<file path="config.mk">
export PLATFORM = sky130hd
export DESIGN_NAME = ugnt_ram
export DESIGN_NICKNAME = d
export VERILOG_FILES = /design/src/design/ugnt_ram.sv
export SDC_FILE = /design/constraint.sdc
export NUM_CORES = 1
export LEC_CHECK = 0
export ABC_AREA = 1
export BUFFER_PORTS_ARGS = -buffer_cell sky130_fd_sc_hd__buf_2
export CORE_AREA = 2 2 91 110
export CTS_BUF_LIST = sky130_fd_sc_hd__clkbuf_2
export CTS_CLUSTER_SIZE = 14
export DETAILED_ROUTE_END_ITERATION = 8
export DIE_AREA = 0 0 93 112
export PLACE_DENSITY = 0.91
export REMOVE_ABC_BUFFERS = 1
export SKIP_CTS_REPAIR_TIMING = 1
export SLEW_MARGIN = 20
export SYNTH_ARGS = -nofsm -noshare
export SYNTH_HDL_FRONTEND = slang
export SYNTH_SLANG_ARGS = --single-unit
</file>
<file path="constraint.sdc">
create_clock -name clock -period 1.38 [get_ports clock]
set_clock_uncertainty 0.1 [all_clocks]
set_input_delay 0.138 -clock clock [delete_from_list [all_inputs] [get_ports clock]]
set_output_delay 0.138 -clock clock [all_outputs]
set_load 0.01 [all_outputs]
</file>
<file path="src/design/ugnt_ram.sv">
// Generic single-port-write, registered-read RAM.
module ugnt_ram #(
   parameter int WIDTH = 8,
   parameter int DEPTH = 16
) (
   input  logic                     clock,
   input  logic                     we,
   input  logic [$clog2(DEPTH)-1:0] waddr,
   input  logic [WIDTH-1:0]         wdata,
   input  logic [$clog2(DEPTH)-1:0] raddr,
   output logic [WIDTH-1:0]         rdata
);

   logic [WIDTH-1:0] mem_ff [DEPTH];
   logic [WIDTH-1:0] rdata_ff;

   always_ff @(posedge clock) begin
      if (we) begin
         mem_ff[waddr] <= wdata;
      end
      rdata_ff <= mem_ff[raddr];
   end

   assign rdata = rdata_ff;

endmodule

</file>
==> results <==
- TritonCTS built the clock tree.
- Leaving out fill and tap cells, the most frequent cell in the layout is sky130_fd_sc_hd__nand2_1.
- The worst register-to-register path ends at rdata[3].
- The number of H-tree levels is 4.
- The root buffer selected by CTS is sky130_fd_sc_hd__clkbuf_2.
- The number of sinks handled by clock tree synthesis is 136.
- The largest net degree at the start of global routing is 65.
- The count of buffer and inverter cells on the critical path is 1.
- The sequential cell area is 4010 um2.
- After detailed routing, the number of vias per cell comes to 5.32.
- Data on the critical path arrives at its endpoint at 1170 ps.
- The number of antenna violations at the first check in global routing is 1.
- The category of the worst setup path capture point is a primary output.
- The path class of the lowest-slack min-delay path is primary input to register.
- The post-route minimum period is 1410 ps.
- For this design the ratio of total power to cell area is 1180 nW/um2.
- The region available for standard cell placement spans 9370 um2.
- The number of global-route vias before repair was 3981.
- The most critical setup path has its startpoint at rdata[1].
- The post-route antenna net violation count is 0.
- The worst hold path depth is 8.
- The synthesized instance count is 551.
- The average wire per standard cell is 16.2 um.
- The final layout contains routed wiring with a total length of 12200 um.
- The post-synthesis instance area is 5770 um2.
- The pre-CTS setup slack is 88.8 ps.
- The wire-length estimate of the detail-placed layout is 7700 um.
- The critical path is of the register to primary output type.
- The worst setup path is launched from a register.
- The leakage power is 2.93 nW.
- The flow ran to the end, but the final reports show violations.
- The hold violation count in the final report is 0.
- In the final layout, the multi-input gates occupy 1210 um2.
- In this design, the largest share of critical-path delay is due to flip-flops.
- The number of iterations in the first detailed-routing pass is 5.
- For the worst setup path, the data required time is 1140 ps.
- Fill cells in the final layout number 612.
- The number of library cell types mapped by synthesis is 12.
- Counting cells, the worst reg-to-reg path comes to 6.
- Setup violations remaining at the end of the flow were counted as 2.
- After layout, the worst path uses 102% of the clock period.
- The sequential area share after synthesis is 69.4%.
- The startpoint of the lowest-slack hold path is raddr[0].
- Global routing used 24.2% of the available tracks across all layers.
- The largest vdd supply drop is 0.977 mV.
- In this run the critical register-to-register path is launched from mem_ff[5][3].
- Setup repair after global routing could not meet its margin everywhere.
- The initial cell density of the core is 61.6%.
- Across the run, the number of max-cap violations was 0.
- The floorplan die width is 93 um.
- For this run, the slowest stage of the critical path takes 400 ps.
- The critical path goes through buf_6.
- The number of logic stages on the critical path including buffering is 1.
- The floorplan has 39 rows.
- The library cells used most frequently in the layout, excluding fill and tap cells, are sky130_fd_sc_hd__nand2_1, sky130_fd_sc_hd__edfxtp_1, sky130_fd_sc_hd__inv_1, sky130_fd_sc_hd__nand3_1, sky130_fd_sc_hd__buf_4.
- The setup TNS is -37.8 ps.
- The floorplan step set the die height to 112 um.
- The placer's final routability congestion estimate is 0.834.
- The achievable frequency is 709 MHz.
- The die footprint is 10400 um2.
- The later-pin clock latency in the skew report is 680 ps.
- The number of DRC markers after the initial detailed-route iteration is 422.
- In the routed design, unresolved DRC markers number 0.
- The per-instance average area after synthesis is 10.5 um2.
- In this run the worst path has a maximum fanout of 1.
- The clock-pin slew on the worst setup and hold paths is 170 ps.
- The checks that failed: negative setup slack.
- The number of register bits inferred by synthesis is 136.
- The number of CTS-inserted buffers is 17.
- The Yosys step of the flow raised 0 warnings.
- 26 I/O pins were placed.
- After layout, the worst setup slack is -30.0 ps.
- The remaining global-route overflow is 0.
- The share of final-layout standard cells stronger than drive strength 1 is 14.9%.
- For hold timing, the worst endpoint is rdata[1].
- The routed via count is 4013.
- The area growth from synthesis to final layout is 15.0%.
- The setup check on the worst reg-to-reg path leaves a slack of 270 ps.
- At the pin with the least slew margin, the transition time is 446 ps.
- The worst slew margin relative to its limit is 70.2%.
- The quantity of I/O buffers inserted on ports is 25.
- The clock passes through at most 2 buffers.
- The first global-routing pass estimated 18700 um of wire.
- The max-slew violation total from the final report is 0.
- After the last flow step, the layout net total stands at 635.
- Among all stages on the critical path, the largest delay is contributed by sky130_fd_sc_hd__dfxtp_2.
[cells by family (layout without fill, tap and decap cells)]
family / count (synthesis) / count (layout) / synth area share, %
and+or+nand+nor: 289 / 289 / 21.0
buffers and inverters: 126 / 205 / 9.52
DFF: 136 / 136 / 69.4
other: 0 / 1 / 0
[per-stage QoR]
stage | power, W | std cells | utilization (%) | area (um2) | hold slack (ps)
3_5_place_dp | 0.00530 | 705 | 65.7 | 6150 | 433
5_1_grt | 0.00808 | 754 | 70.8 | 6630 | 66.6
3_3_place_gp | 0.00527 | 705 | 65.7 | 6150 | 433
4_1_cts | 0.00779 | 737 | 68.6 | 6430 | -320
2_1_floorplan | 0.00499 | 527 | - | 5600 | 137
6_report | 0.00783 | 754 | 70.8 | 6630 | 84.5
[area by class of cell]
class | count | area share, %
flip-flops and latches | 136 | 60.5
multi-input cells | 289 | 18.3
repair buffers | 71 | 9.02
inverters | 102 | 5.77
clock inverters | 14 | 2.73
well taps | 123 | 2.32
clock buffers | 18 | 1.36
diodes | 1 | 0.0377
[synth_stat cells]
library cell,n,area [um2]
sky130_fd_sc_hd__buf_1,1,3.75
sky130_fd_sc_hd__buf_2,13,65.1
sky130_fd_sc_hd__buf_4,4,30.0
sky130_fd_sc_hd__buf_6,6,67.6
sky130_fd_sc_hd__dfxtp_1,8,160
sky130_fd_sc_hd__edfxtp_1,128,3840
sky130_fd_sc_hd__inv_1,100,375
sky130_fd_sc_hd__inv_2,2,7.51
sky130_fd_sc_hd__nand2_1,173,649
sky130_fd_sc_hd__nand3_1,97,485
sky130_fd_sc_hd__nand3b_1,2,15.0
sky130_fd_sc_hd__nor2_1,17,63.8
[state kept, by name, summed over array words and instances, names as in the netlist]
signal  flops
rdata       8
mem_ff    128
[where the power goes]
group	switching (W)	internal, W
logic	0.000401	0.000238
clock network	0.00136	0.00118
registers	0.0000337	0.00461
total	0.00180	0.00603
[worst max path at each step]
stage	end	slack (ps)
after floorplan	rdata[2]	160
after CTS	rdata[1]	-140
after global routing	rdata[1]	-110
after global placement	mem_ff[8][0]	130
after detailed placement	mem_ff[10][3]	90
final	rdata[1]	-30
[layer usage]
metal  up-vias  GRT usage, %  wire [um]
met5         -             0          0
met4         0          12.3        246
met3        32          5.48       1010
met2       214          42.7       6550
met1      1859          27.2       4420
li1       1908             -          -
Note: power is estimated with default switching activity, not from simulation.
