==> src/design/ugnt_pkg.sv <==
// Shared types and codes for the uniform grid neighbor table.
package ugnt_pkg;

   // Command codes.
   localparam logic [2:0] REQ_CLEAR      = 3'd0;
   localparam logic [2:0] REQ_REGISTER   = 3'd1;
   localparam logic [2:0] REQ_UPDATE     = 3'd2;
   localparam logic [2:0] REQ_UNREGISTER = 3'd3;
   localparam logic [2:0] REQ_QUERY      = 3'd4;

   // Smallest cell edge, 1.0 in Q16.16.
   localparam logic [31:0] CELL_MIN = 32'h0001_0000;
   localparam logic [31:0] CELL_RESET = 32'h0040_0000;

   // One stored agent entry.
   typedef struct packed {
      logic [15:0] handle;
      logic [15:0] cell_x;
      logic [15:0] cell_y;
      logic [31:0] order;
   } entry_type;

   localparam int ENTRY_W = $bits(entry_type);

endpackage

==> src/design/ugnt_cell_div.sv <==
// Sequential floor division of a signed Q16.16 position by the cell size.
module ugnt_cell_div (
   input  logic        clock,
   input  logic        reset,
   input  logic        start,
   input  logic [31:0] pos,
   input  logic [31:0] edge_len,
   output logic        done,
   output logic [15:0] cell_idx
);
   import ugnt_pkg::*;

   logic [31:0] quo_ff, quo_in;
   logic [32:0] rem_ff, rem_in;
   logic [31:0] div_ff, div_in;
   logic        neg_ff, neg_in;
   logic [5:0]  cnt_ff, cnt_in;
   logic        run_ff, run_in;
   logic [32:0] rem_sh;
   logic [31:0] mag;
   logic [31:0] q_fl;

   always_comb begin
      mag    = pos[31] ? (~pos + 32'd1) : pos;
      rem_sh = {rem_ff[31:0], quo_ff[31]};
      quo_in = quo_ff;
      rem_in = rem_ff;
      div_in = div_ff;
      neg_in = neg_ff;
      cnt_in = cnt_ff;
      run_in = run_ff;
      if (start) begin
         quo_in = mag;
         rem_in = '0;
         div_in = (edge_len < CELL_MIN) ? CELL_MIN : edge_len;
         neg_in = pos[31];
         cnt_in = '0;
         run_in = 1'b1;
      end else if (run_ff && cnt_ff != 6'd32) begin
         // one restoring step: shift in a dividend bit, subtract if it fits
         if (rem_sh >= {1'b0, div_ff}) begin
            rem_in = rem_sh - {1'b0, div_ff};
            quo_in = {quo_ff[30:0], 1'b1};
         end else begin
            rem_in = rem_sh;
            quo_in = {quo_ff[30:0], 1'b0};
         end
         cnt_in = cnt_ff + 6'd1;
      end
   end

   always_ff @(posedge clock) begin
      if (reset) begin
         run_ff <= 1'b0;
         cnt_ff <= '0;
      end else begin
         run_ff <= run_in;
         cnt_ff <= cnt_in;
      end
      quo_ff <= quo_in;
      rem_ff <= rem_in;
      div_ff <= div_in;
      neg_ff <= neg_in;
   end

   // round toward minus infinity for negative positions
   assign q_fl = !neg_ff ? quo_ff : ((rem_ff != '0) ? ~quo_ff : (~quo_ff + 32'd1));
   assign cell_idx = q_fl[15:0];
   assign done = run_ff && (cnt_ff == 6'd32);

endmodule

==> config.mk <==
export PLATFORM = sky130hd
export DESIGN_NAME = ugnt_cell_div
export DESIGN_NICKNAME = d
export VERILOG_FILES = /design/src/design/ugnt_pkg.sv /design/src/design/ugnt_cell_div.sv
export SDC_FILE = /design/constraint.sdc
export NUM_CORES = 1
export LEC_CHECK = 0
export BUFFER_PORTS_ARGS = -buffer_cell sky130_fd_sc_hd__buf_2
export CORE_MARGIN = 2
export CORE_UTILIZATION = 54
export CTS_CLUSTER_SIZE = 10
export DETAILED_ROUTE_END_ITERATION = 8
export PLACE_DENSITY = 0.74
export REMOVE_ABC_BUFFERS = 1
export SYNTH_ARGS = -nofsm -noshare
export SYNTH_HDL_FRONTEND = slang
export SYNTH_SLANG_ARGS = --single-unit
==> constraint.sdc <==
create_clock -name clock -period 3.2 [get_ports clock]
set_clock_uncertainty 0.2 [all_clocks]
set_input_delay 0 -clock clock [delete_from_list [all_inputs] [get_ports clock]]
set_output_delay 0 -clock clock [all_outputs]
set_load 0.02 [all_outputs]
==> metrics.txt <==
outcome=complete, but fails checks; failing checks=setup timing; Synth Flop Type=edfxtp_1; root buffer cell=clkbuf_16; Slew Limit Fails=0; Port Buffers=83; routability cong.=around 0.9; Syn Area/Cell=8.47 µm²; initial core utilization=roughly 55%; Core ar.=between 10000 and 15000 µm²; CTS tree=built; top-area cell type share of the netlist area=26.8%; die height=120 µm; Period minus WS final=3.21 ns; drc violations=0; htree depth=3; antenna-violating nets left=0; # diodes=0; nets=~1100; worst vdd ir=0.391 mV; Num CTS Buffers=9; TritonRoute pass-1 iters=5; Syn-to-layout area delta=24.6%; CTS Sinks=around 110; PwrDens=~450 nW/µm²; largest net degree at the start of global routing=60; Filler cells=between 1000 and 1500; synth top area cells=edfxtp_1 27%, dfxtp_1 11%, ha_1 6.2%; Final Cycle Share=100%; via count=6889; Total Wirelength=20100 µm; FF-to-FF Start=quo_ff[31]$_DFFE_PP_; number of global-route vias before repair=6518; #FFs+latches synth=roughly 110; CP max FO=3; Vias/cell=5.87; die area=14400 µm²; crit path launch type=input pin; post-synthesis sequential area ratio=between 30% and 40%; CTS max path bufs=2; Post-synth EDFFs=65; total grt overflow=0; relative slew slack=46.6%; critical path class=in -> reg; highest-count cells in the layout ignoring fill and taps=85 x nand2_1, 75 x a21oi_1, 69 x buf_2; hpwl dp=13500 µm; First DRT Iteration DRCs=between 500 and 600; cell taking the most area after synthesis=edfxtp_1; Total Power=4040 µW; share of post-route cells with drive strength above 1=15.1%; Cell variety after synth=63; Hold Crit Class=in -> reg; max frequency=312 MHz; final setup violation count=1; first-pass GRT wire length=31800 µm; I/O pins=84; dpl ws=0.100 ns; Hold Path Depth=3; setup ws final=-0.00644 ns; fraction of registers with async set/reset=0%; depth of the most critical reg-to-reg path=12; Critical Path AT=3.11 ns; Setup crit end kind=flip-flop; synth warn=0; r2r endpoint=rem_ff[32]$_SDFFE_PP0P_; Worst-Skew Late Latency=roughly 0.37 ns; gr usage total=27.6%; Post-Syn Instances=859; max_cap viols=0; initial antenna violation count=0; Die X=120 µm; hold_sp=pos[3]; Avg WL per Cell=17.2 µm; row count=42; worst-margin pin slew=0.794 ns; Hold EP=quo_ff[3]$_DFFE_PP_; synthesized area=7270 µm²; r2r setup slk=0.16 ns; Fin. Hold Viols=0; P_leak=0.00385 µW; total negative slack=-0.00644 ns; Reg clk slew, reported paths=~0.080 ns; WP data required=3.10 ns; commonest non-fill, non-tap cell in the layout=nand2_1
==> state kept, by name (all words and copies together) (netlist names) <==
signal  flops
run_ff      1
rem_ff     33
neg_ff      1
quo_ff     32
div_ff     32
cnt_ff      6
==> power by group <==
group | internal (µW) | total [µW] | switching, µW | leakage (µW)
clock | 618 | 1170 | 551 | 0.000144
sequential | 1570 | 1670 | 95.3 | 0.000965
combinational | 520 | 1200 | 685 | 0.00274
==> layer usage <==
metal / up-vias / track usage [%] / routed length, µm
li1: 3381 / - / -
met4: 0 / 9.63 / 484
met2: 259 / 46.8 / 9740
met5: - / 0 / 0
met1: 3209 / 35.5 / 8530
met3: 40 / 4.85 / 1380
==> how the worst max path moves through the flow <==
stage	start	endpoint	cells past startpoint
floorplan	cnt_ff[0]$_SDFFE_PP0P_	quo_ff[0]$_DFFE_PP_	5
global placement	pos[12]	quo_ff[29]$_DFFE_PP_	8
detailed placement	pos[12]	quo_ff[29]$_DFFE_PP_	8
CTS	rem_ff[23]$_SDFFE_PP0P_	cell_idx[15]	9
global route	pos[5]	quo_ff[29]$_DFFE_PP_	9
finish	pos[5]	quo_ff[29]$_DFFE_PP_	9
==> cells in the mapped netlist, drive strengths merged, types with 7 or more instances <==
library cell / instances
and2: 21
o21ai: 61
ha: 36
nor4: 15
a211oi: 10
dfxtp: 40
xnor2: 29
nand3: 22
nor2: 70
clkbuf: 53
or4: 8
or3: 10
nand2: 86
a21o: 12
mux2i: 8
xor2: 39
a21oi: 76
o21a: 7
inv: 54
nand2b: 7
o31ai: 17
nor3: 10
nand4: 13
edfxtp: 65
a31oi: 17
==> what timing repair did <==
action                     CTS  global route
hold buffers                70             0
pin swaps                    0            10
setup endpoints to repair    1            17
hold endpoints to repair    82             0
buffers inserted             0             3
gates resized for setup      1            35
gates cloned                 0             0
==> final cells by class <==
cell class | instances | area (µm²) | share of cell area, %
Timing Repair Buffer | 176 | 1370 | 15.1
Clock inverter | 6 | 72.6 | 0.801
Multi-Input combinational cell | 646 | 4220 | 46.5
Clock buffer | 10 | 229 | 2.53
Tap cell | 176 | 220 | 2.43
Inverter | 54 | 203 | 2.24
Sequential cell | 105 | 2750 | 30.4
==> stage by stage <==
step | hold slack, ns | cell area (µm²) | instances | utilization (%)
CTS | 0.000530 | 8980 | 1183 | 68.1
floorplan | -0.131 | 7070 | 805 | -
detailed placement | -0.0235 | 7970 | 1097 | 60.4
global route | 0.0120 | 9060 | 1173 | 68.7
global placement | -0.0306 | 7970 | 1097 | 60.4
finish | 0.0164 | 9060 | 1173 | 68.7
==> critical path, stage by stage <==
cell and delay, ns:
dlymetal6s4s_1 0.31, nor4_4 0.32, nand3_2 0.15, or4_4 0.55
or4_4 0.57, or4_4 0.57, o41ai_4 0.37, xor2_1 0.17
a21oi_1 0.08
==> cell families (layout without fill, tap and decap cells) <==
logic type	after synthesis	after routing	synth area share, %
xor gates and xnor gates	68	68	8.19
DFF	105	105	37.8
and+or+nand+nor	288	288	19.7
AOI/OAI and AO/OA	244	244	21.0
buffers and inverters	108	246	5.59
adders and majority gates	37	37	6.47
muxes	9	9	1.26
No activity file was read; power rests on OpenSTA's default activity.
